===== src/hw/rtl/murmur64a_hash_top_defines.svh =====
// Assertion macros for the murmur64a_hash block.
`ifndef MURMUR64A_HASH_TOP_DEFINES_SVH
`define MURMUR64A_HASH_TOP_DEFINES_SVH
`ifndef SYNTH
`define MMH_ASSERT(label, clk, rst_n, prop) \
	label: assert property (@(posedge clk) disable iff (!rst_n) prop) \
		else $error("mmh: property violated");
`define MMH_NEVER(label, clk, rst_n, expr) \
	label: assert property (@(posedge clk) disable iff (!rst_n) !(expr)) \
		else $error("mmh: forbidden condition seen");
`else
`define MMH_ASSERT(label, clk, rst_n, prop)
`define MMH_NEVER(label, clk, rst_n, expr)
`endif
`endif


===== src/hw/rtl/mmh_pkg.sv =====
// Shared types and constants for the murmur64a_hash block.
`timescale 1ns / 1ps
`default_nettype none
package mmh_pkg;

	localparam logic [63:0] MIX_MUL         = 64'hc6a4a7935bd1e995;
	localparam int          MIX_SHIFT       = 47;
	localparam int          WORD_W          = 64;
	localparam int          LEN_W           = 31;
	localparam int          SEED_W          = 32;
	localparam int          QUEUE_DEPTH_DEF = 4;

	typedef enum logic [1:0] {
		KIND_FULL,
		KIND_TAIL,
		KIND_EMPTY
	} kind_t;

	typedef struct packed {
		logic [WORD_W-1:0] word;
		logic [LEN_W-1:0]  len;
		kind_t             kind;
		logic              first;
		logic              last;
	} entry_t;

	typedef struct packed {
		logic full;
		logic empty;
	} q_stat_t;

	typedef enum logic [2:0] {
		ST_IDLE,
		ST_INIT,
		ST_BODY,
		ST_K1,
		ST_K2,
		ST_HM,
		ST_FIN,
		ST_OUT
	} core_state_t;

endpackage
`default_nettype wire


===== src/hw/rtl/mmh_front.sv =====
// Input stage: accepts items, classifies them and masks tail words.
`timescale 1ns / 1ps
`default_nettype none
module mmh_front import mmh_pkg::*; (
	input  wire logic    clk,
	input  wire logic    arst_n,
	input  wire logic    s_tvalid,
	output logic         s_tready,
	input  wire logic [95:0] s_tdata, // data_word[63:0], key_len[94:64], zero pad
	input  wire logic    s_tlast,   // last_word
	input  wire q_stat_t q_stat,
	output logic         push,
	output entry_t       push_ent
);

	logic              valid_s1;
	entry_t            ent_s1;
	logic              mid_q;
	logic              accept;
	logic [WORD_W-1:0] word;
	logic [LEN_W-1:0]  len;
	logic [WORD_W-1:0] mask;
	entry_t            ent_new;

	assign word = s_tdata[WORD_W-1:0];
	assign len  = s_tdata[WORD_W+LEN_W-1:WORD_W];

	always_comb begin
		for (int i = 0; i < 8; i++) begin
			mask[i*8 +: 8] = (3'(i) < len[2:0]) ? 8'hff : 8'h00;
		end
	end

	always_comb begin
		ent_new.len   = len;
		ent_new.first = !mid_q;
		ent_new.last  = s_tlast;
		ent_new.word  = word;
		if (!s_tlast) begin
			ent_new.kind = KIND_FULL;
		end else if (len[2:0] != 3'd0) begin
			ent_new.kind = KIND_TAIL;
			ent_new.word = word & mask;
		end else if (len != '0) begin
			ent_new.kind = KIND_FULL;
		end else begin
			ent_new.kind = KIND_EMPTY;
		end
	end

	assign push     = valid_s1 && !q_stat.full;
	assign push_ent = ent_s1;
	assign s_tready = !valid_s1 || !q_stat.full;
	assign accept   = s_tvalid && s_tready;

	always_ff @(posedge clk or negedge arst_n) begin
		if (!arst_n) begin
			valid_s1 <= 1'b0;
			mid_q    <= 1'b0;
		end else if (accept) begin
			valid_s1 <= 1'b1;
			mid_q    <= !s_tlast;
		end else if (push) begin
			valid_s1 <= 1'b0;
		end
	end

	always_ff @(posedge clk) begin
		if (accept) begin
			ent_s1 <= ent_new;
		end
	end

endmodule
`default_nettype wire


===== src/hw/rtl/mmh_queue.sv =====
// Small register queue between the input stage and the hash core.
`timescale 1ns / 1ps
`default_nettype none
module mmh_queue import mmh_pkg::*; #(
	parameter int DEPTH = QUEUE_DEPTH_DEF
) (
	input  wire logic   clk,
	input  wire logic   arst_n,
	input  wire logic   push,
	input  wire entry_t push_ent,
	input  wire logic   pop,
	output entry_t      head,
	output q_stat_t     q_stat
);

	localparam int PTR_W = (DEPTH > 1) ? $clog2(DEPTH) : 1;
	localparam int CNT_W = $clog2(DEPTH + 1);

	entry_t            mem_q [DEPTH];
	logic [PTR_W-1:0]  wr_ptr_q;
	logic [PTR_W-1:0]  rd_ptr_q;
	logic [CNT_W-1:0]  count_q;
	logic              do_push;
	logic              do_pop;

	assign q_stat.full  = (count_q == CNT_W'(DEPTH));
	assign q_stat.empty = (count_q == '0);
	assign do_push      = push && !q_stat.full;
	assign do_pop       = pop && !q_stat.empty;
	assign head         = mem_q[rd_ptr_q];

	always_ff @(posedge clk or negedge arst_n) begin
		if (!arst_n) begin
			wr_ptr_q <= '0;
			rd_ptr_q <= '0;
			count_q  <= '0;
		end else begin
			if (do_push) begin
				wr_ptr_q <= (wr_ptr_q == PTR_W'(DEPTH - 1)) ? '0 : wr_ptr_q + 1'b1;
			end
			if (do_pop) begin
				rd_ptr_q <= (rd_ptr_q == PTR_W'(DEPTH - 1)) ? '0 : rd_ptr_q + 1'b1;
			end
			if (do_push && !do_pop) begin
				count_q <= count_q + 1'b1;
			end else if (do_pop && !do_push) begin
				count_q <= count_q - 1'b1;
			end
		end
	end

	always_ff @(posedge clk) begin
		if (do_push) begin
			mem_q[wr_ptr_q] <= push_ent;
		end
	end

endmodule
`default_nettype wire


===== src/hw/rtl/mmh_core.sv =====
// Hash core: sequencer around one shared 32x32 multiplier, plus output register.
`timescale 1ns / 1ps
`default_nettype none
module mmh_core import mmh_pkg::*; (
	input  wire logic              clk,
	input  wire logic              arst_n,
	input  wire logic [SEED_W-1:0] seed,
	input  wire entry_t            head,
	input  wire q_stat_t           q_stat,
	output logic                   pop,
	output logic                   m_tvalid,
	input  wire logic              m_tready,
	output logic [63:0]            m_tdata  // hash_value
);

	function automatic logic [63:0] xshift(input logic [63:0] v);
		xshift = v ^ (v >> MIX_SHIFT);
	endfunction

	core_state_t state_q;
	core_state_t state_d;
	logic [1:0]  cnt_q;
	entry_t      ent_q;
	logic [63:0] h_q;
	logic [63:0] x_q;
	logic [63:0] acc_q;
	logic [63:0] res_q;
	logic        out_valid_q;
	logic [63:0] out_hash_q;
	logic [31:0] mul_a;
	logic [31:0] mul_b;
	logic [63:0] prod;
	logic [63:0] mul_res;
	logic        is_mul;
	logic        mul_done;
	logic        out_load;

	// low 64 bits of x * MIX_MUL over three partial products
	always_comb begin
		case (cnt_q)
			2'd0: begin
				mul_a = x_q[31:0];
				mul_b = MIX_MUL[31:0];
			end
			2'd1: begin
				mul_a = x_q[63:32];
				mul_b = MIX_MUL[31:0];
			end
			default: begin
				mul_a = x_q[31:0];
				mul_b = MIX_MUL[63:32];
			end
		endcase
	end

	assign prod     = 64'(mul_a) * 64'(mul_b);
	assign mul_res  = {acc_q[63:32] + prod[31:0], acc_q[31:0]};
	assign is_mul   = (state_q == ST_INIT) || (state_q == ST_K1) || (state_q == ST_K2) ||
		(state_q == ST_HM) || (state_q == ST_FIN);
	assign mul_done = is_mul && (cnt_q == 2'd2);

	always_comb begin
		state_d = state_q;
		case (state_q)
			ST_IDLE: begin
				if (!q_stat.empty) begin
					state_d = head.first ? ST_INIT : ST_BODY;
				end
			end
			ST_INIT: begin
				if (mul_done) state_d = ST_BODY;
			end
			ST_BODY: begin
				case (ent_q.kind)
					KIND_FULL: state_d = ST_K1;
					KIND_TAIL: state_d = ST_HM;
					default:   state_d = ent_q.last ? ST_FIN : ST_IDLE;
				endcase
			end
			ST_K1: begin
				if (mul_done) state_d = ST_K2;
			end
			ST_K2: begin
				if (mul_done) state_d = ST_HM;
			end
			ST_HM: begin
				if (mul_done) state_d = ent_q.last ? ST_FIN : ST_IDLE;
			end
			ST_FIN: begin
				if (mul_done) state_d = ST_OUT;
			end
			ST_OUT: begin
				if (out_load) state_d = ST_IDLE;
			end
			default: state_d = ST_IDLE;
		endcase
	end

	always_comb begin
		pop      = (state_q == ST_IDLE) && !q_stat.empty;
		out_load = (state_q == ST_OUT) && (!out_valid_q || m_tready);
	end

	always_ff @(posedge clk or negedge arst_n) begin
		if (!arst_n) begin
			state_q     <= ST_IDLE;
			cnt_q       <= 2'd0;
			out_valid_q <= 1'b0;
		end else begin
			state_q <= state_d;
			cnt_q   <= (is_mul && !mul_done) ? cnt_q + 2'd1 : 2'd0;
			if (out_load) begin
				out_valid_q <= 1'b1;
			end else if (m_tready) begin
				out_valid_q <= 1'b0;
			end
		end
	end

	always_ff @(posedge clk) begin
		if (is_mul && cnt_q == 2'd0) begin
			acc_q <= prod;
		end else if (is_mul && cnt_q == 2'd1) begin
			acc_q[63:32] <= acc_q[63:32] + prod[31:0];
		end
		case (state_q)
			ST_IDLE: begin
				if (pop) begin
					ent_q <= head;
					x_q   <= {{(64-LEN_W){1'b0}}, head.len};
				end
			end
			ST_INIT: begin
				if (mul_done) h_q <= {{(64-SEED_W){1'b0}}, seed} ^ mul_res;
			end
			ST_BODY: begin
				case (ent_q.kind)
					KIND_FULL: x_q <= ent_q.word;
					KIND_TAIL: x_q <= h_q ^ ent_q.word;
					default:   x_q <= xshift(h_q);
				endcase
			end
			ST_K1: begin
				if (mul_done) x_q <= xshift(mul_res);
			end
			ST_K2: begin
				if (mul_done) x_q <= h_q ^ mul_res;
			end
			ST_HM: begin
				if (mul_done) begin
					h_q <= mul_res;
					x_q <= xshift(mul_res);
				end
			end
			ST_FIN: begin
				if (mul_done) res_q <= xshift(mul_res);
			end
			default: begin
			end
		endcase
		if (out_load) begin
			out_hash_q <= res_q;
		end
	end

	assign m_tvalid = out_valid_q;
	assign m_tdata  = out_hash_q;

endmodule
`default_nettype wire


===== src/hw/rtl/murmur64a_hash_top.sv =====
// Top level of the streaming MurmurHash64A block.
// Usage:
//   Input stream s_*: one item per 8-byte key word, little-endian in s_tdata[63:0],
//   total key length in s_tdata[94:64] on every item, s_tlast on the final item.
//   A zero-length key is a single item whose data is ignored.
//   Output stream m_*: one item per key, the 64-bit hash in m_tdata.
//   cfg_wr_en/cfg_wr_data: seed write, only while the block is idle.
// Work per item: the core runs one shared 32x32 multiplier for each 64-bit
//   multiply. A full word takes two key multiplies and a hash multiply, a tail
//   word one hash multiply; the first item of a key adds the seed multiply and
//   the last adds the finalization multiply.
// The input stage and a short queue keep taking items while the core works
//   and while a finished hash waits on the output register.
// When m_tready is low the output holds; the core then stops only at its
//   next finished hash, and the queue fills before s_tready drops.
// Reset clears the seed, the key-in-progress flag, the queue and the core.
`timescale 1ns / 1ps
`default_nettype none
`include "murmur64a_hash_top_defines.svh"
module murmur64a_hash_top import mmh_pkg::*; #(
	parameter int QUEUE_DEPTH = QUEUE_DEPTH_DEF
) (
	input  wire logic              clk,
	input  wire logic              arst_n,
	input  wire logic              s_tvalid,
	output logic                   s_tready,
	input  wire logic [95:0]       s_tdata,   // data_word[63:0], key_len[94:64], zero pad
	input  wire logic              s_tlast,   // last_word
	output logic                   m_tvalid,
	input  wire logic              m_tready,
	output logic [63:0]            m_tdata,   // hash_value[63:0]
	input  wire logic              cfg_wr_en,
	input  wire logic [SEED_W-1:0] cfg_wr_data
);

	logic [SEED_W-1:0] seed_q;
	q_stat_t           q_stat;
	logic              push;
	entry_t            push_ent;
	logic              pop;
	entry_t            head;

	always_ff @(posedge clk or negedge arst_n) begin
		if (!arst_n) begin
			seed_q <= '0;
		end else if (cfg_wr_en) begin
			seed_q <= cfg_wr_data;
		end
	end

	mmh_front u_front (
		.clk      (clk),
		.arst_n   (arst_n),
		.s_tvalid (s_tvalid),
		.s_tready (s_tready),
		.s_tdata  (s_tdata),
		.s_tlast  (s_tlast),
		.q_stat   (q_stat),
		.push     (push),
		.push_ent (push_ent)
	);

	mmh_queue #(
		.DEPTH (QUEUE_DEPTH)
	) u_queue (
		.clk      (clk),
		.arst_n   (arst_n),
		.push     (push),
		.push_ent (push_ent),
		.pop      (pop),
		.head     (head),
		.q_stat   (q_stat)
	);

	mmh_core u_core (
		.clk      (clk),
		.arst_n   (arst_n),
		.seed     (seed_q),
		.head     (head),
		.q_stat   (q_stat),
		.pop      (pop),
		.m_tvalid (m_tvalid),
		.m_tready (m_tready),
		.m_tdata  (m_tdata)
	);

	`MMH_NEVER(a_no_overflow, clk, arst_n, push && q_stat.full)
	`MMH_NEVER(a_no_underflow, clk, arst_n, pop && q_stat.empty)
	`MMH_ASSERT(a_push_fills, clk, arst_n, (push && q_stat.empty) |=> !q_stat.empty)

endmodule
`default_nettype wire

===== config.mk =====
export PLATFORM = sky130hd
export DESIGN_NAME = murmur64a_hash_top
export DESIGN_NICKNAME = d
export VERILOG_FILES = /design/src/hw/rtl/mmh_pkg.sv /design/src/hw/rtl/mmh_front.sv /design/src/hw/rtl/mmh_queue.sv /design/src/hw/rtl/mmh_core.sv /design/src/hw/rtl/murmur64a_hash_top.sv
export VERILOG_INCLUDE_DIRS = /design/src /design/src/hw/rtl
export SDC_FILE = /design/constraint.sdc
export NUM_CORES = 2
export LEC_CHECK = 0
export BUFFER_PORTS_ARGS = -buffer_cell sky130_fd_sc_hd__buf_2
export CAP_MARGIN = 25
export CORE_ASPECT_RATIO = 1.4
export CORE_MARGIN = 5
export CORE_UTILIZATION = 55
export DETAILED_ROUTE_END_ITERATION = 7
export PLACE_DENSITY_LB_ADDON = 0.25
export SYNTH_ARGS = -nofsm -noshare
export SYNTH_HDL_FRONTEND = slang
export SYNTH_SLANG_ARGS = --single-unit

===== constraint.sdc =====
create_clock -name clk -period 10.5 [get_ports clk]
set_clock_uncertainty 0.15 [all_clocks]
set_input_delay 2.1 -clock clk [delete_from_list [all_inputs] [get_ports clk]]
set_output_delay 2.1 -clock clk [all_outputs]
set_load 0.1 [all_outputs]

==> results.tsv <==
stage	metric	value	unit
outcome	status	complete, no violations	
global_route	grt_max_degree	65	
cells_and_area	multi_input_area	0.0311	sq mm
clocking	cts_setup_buffers	0	
synthesis	yosysSeqAreaShare	44.3	%
sta	worst_slack	372	ps
cells_and_area	diodes	0	
cells_and_area	num-fill-cells	8764	
sta	fmax	98.7	MHz
job	cap_violations	0	
clocking	cts_buffers	78	
critical_path	start_kind	flop	
synthesis	synth_edf_count	882	
synthesis	synth_cell_types	83	
floorplanning	rows	146	
floorplanning	die_h	409	um
synthesis	ys_ff_latch	929	
placed_design	dp_hpwl	141	mm
synthesis	async_reset_ff_share	5.06	%
synthesis	avgSynthCellArea	12.7	sq um
clocking	cts_buffer_depth	3	
placed_design	portBuffers	198	
global_route	use_met3	3.36	%
critical_path	end_kind	flop	
min_path	worstHoldStart	u_core.res_q[29]$_DFFE_PP_	
clocking	h-tree-depth	3	
global_route	overflow	0	
cells_and_area	final_util	62.3	%
synthesis	yosys_warnings	0	
cells_and_area	area_delta_synth_final	12.6	%
min_path	hold_path_depth	0	
floorplanning	die_w	295	um
drt	dr.pass1.iters	6	
cells_and_area	layout.nets	6590	
global_route	track_usage	29.9	%
critical_path	rr_startpoint	u_core.cnt_q[1]$_DFF_PN0_	
cells_and_area	layout_common_cells	edfxtp_1, inv_1, fa_1	
critical_path	critPathKind	flop to flop	
floorplanning	dieArea	0.120	sq mm
critical_path	arrival	10380	ps
critical_path	cp_slowest_stage_delay	630	ps
sta	timing_hold_violations_final	0	
critical_path	crit_family	adder cells	
synthesis	yosysTopAreaCell	edfxtp_1	
sta	slew_violations	0	
critical_path	reg2reg_slack	370	ps
synthesis	synth_top_cell_area_share	42.4	%
global_route	grtUsageMet2	50.6	%
global_route	first_global_vias	41700	
clocking	clock_latency	670	ps
drt	wire_per_inst	25.6	um
critical_path	worst-path-buf-inv	10	
placed_design	dp.cells	6800	
critical_path	path_max_fanout	23	
drt	vias_per_cell	5.79	
critical_path	crit_required	10750	ps
critical_path	cp_slowest_cell	fa_1	
sta	setup_viol	0	
critical_path	cp-startpoint	u_core.cnt_q[1]$_DFF_PN0_	
global_route	gr-max-usage-layer	met2	
sta	fin_crit	10130	ps
drt	vias	40200	
floorplanning	initial_core_util	55.3	%
cells_and_area	final_cells	6945	
synthesis	synthTopCellsByArea	edfxtp_1, fa_1, ha_1	
drt	totalWireLength	178	mm
cells_and_area	mostFrequentLayoutCell	edfxtp_1	
clocking	cts_sinks	929	
critical_path	reg2reg_to	u_core.x_q[15]$_DFFE_PP_	
sta	worst_slew_margin_rel	23.5	%
synthesis	syn_area	0.0624	sq mm
clocking	clkTransAtPathRegs	90	ps
cells_and_area	drive_gt1_share	16.6	%
drt	drc	0	
synthesis	ys.flop_type	edfxtp_1	
clocking	cts_hold_buf	0	
sta	holdWs	250	ps
drt	ant_nets	0	
critical_path	worst_path_most_repeated_cell	fa_1	
global_route	met1_usage	37.4	%
sta	period_share	96.5	%
global_route	grt_pass1_wl	265	mm
placed_design	place_ws	319	ps
critical_path	reg2regPathDepth	37	
clocking	cts-root-buf	clkbuf_16	
placed_design	finalWeightedCongestion	1.01	
floorplanning	design.portCount	200	
synthesis	syn_inst	4932	
min_path	hp-class	flop to flop	
floorplanning	core_area	0.113	sq mm
global_route	antenna_found_initial	4	
min_path	holdPathEnd	u_core.m_tdata[29]$_DFFE_PP_	
drt	first_iter_violations	3432	
cells_and_area	seq_area	0.0277	sq mm
clocking	cts_tree	yes	
sta	worst_pin_slew	1140	ps
cell type report:
type	count	area share, %
flip-flops and latches	929	39.3
inverters	831	4.44
clock buffers	97	2.99
well taps	1480	2.63
clock inverters	48	0.920
multi-input cells	2990	44.2
repair buffers	570	5.46
metal layers:
metal,vias to the layer above,routed length [um],share of wire [%]
met5,-,0,0
met4,0,13600,7.6
met3,416,10300,5.8
met2,1780,88900,50
met1,20200,65300,37
li1,17700,-,-
sequential cells by signal, indices dropped and copies added, names as in the netlist:
signal            cells
u_core.m_tvalid       1
u_core.state_q        3
u_core.h_q           64
seed_q               32
u_front.push_ent     99
u_core.cnt_q          2
u_queue.wr_ptr_q      2
u_front.mid_q         1
u_core.res_q         64
u_queue.mem_q       396
u_core.x_q           64
u_queue.rd_ptr_q      2
u_core.ent_q         67
u_core.acc_q         64
u_core.m_tdata       64
u_front.valid_s1      1
u_queue.count_q       3
metrics by stage:
stage	cell area (sq um)	TNS, ps
finish	70300	0
global route	70300	-1.60
CTS	70300	0
detailed placement	67500	0
global placement	67500	0
floorplan	62500	0
cells by family after synthesis:
| logic type | Yosys count | share of synthesized area, % |
|---|---|---|
| and+or+nand+nor | 898 | 6.68 |
| AOI/OAI and AO/OA | 655 | 6.70 |
| adders and majority gates | 1056 | 28.5 |
| other | 2 | 0.0120 |
| muxes | 172 | 4.82 |
| buffers and inverters | 1017 | 6.11 |
| xor gates and xnor gates | 203 | 2.89 |
| DFF | 929 | 44.3 |
worst max path at each step:
stage | to | slack, ps | depth (start not counted)
after floorplan | u_core.x_q[62]$_DFFE_PP_ | 30 | 42
after global placement | u_core.x_q[15]$_DFFE_PP_ | 380 | 36
after detailed placement | u_core.x_q[15]$_DFFE_PP_ | 320 | 36
after CTS | u_core.x_q[15]$_DFFE_PP_ | 220 | 36
after global routing | u_core.x_q[16]$_DFFE_PP_ | -2 | 40
final | u_core.x_q[15]$_DFFE_PP_ | 370 | 37
timing repair:
action / CTS / global route
setup endpoints to repair: 0 / 7
endpoints found under the hold margin: 0 / 0
gates resized for setup: 0 / 7
Yosys cell counts, types with 23 or more instances:
cell	number
o21ai_0	187
nor3_1	37
a21o_1	50
xnor2_1	130
nor2b_1	31
and2_1	69
nor2_1	178
fa_1	609
nand2_1	380
inv_1	827
clkbuf_1	163
nand3_1	64
xor2_1	71
ha_1	447
mux4_2	98
dfrtp_1	47
mux2i_1	23
buf_1	23
a31oi_1	39
nand3b_1	34
a21oi_1	175
edfxtp_1	882
mux2_2	50
Power is not shown: default switching activity piles up to over one toggle a cycle in this logic, so the estimate is an artifact.
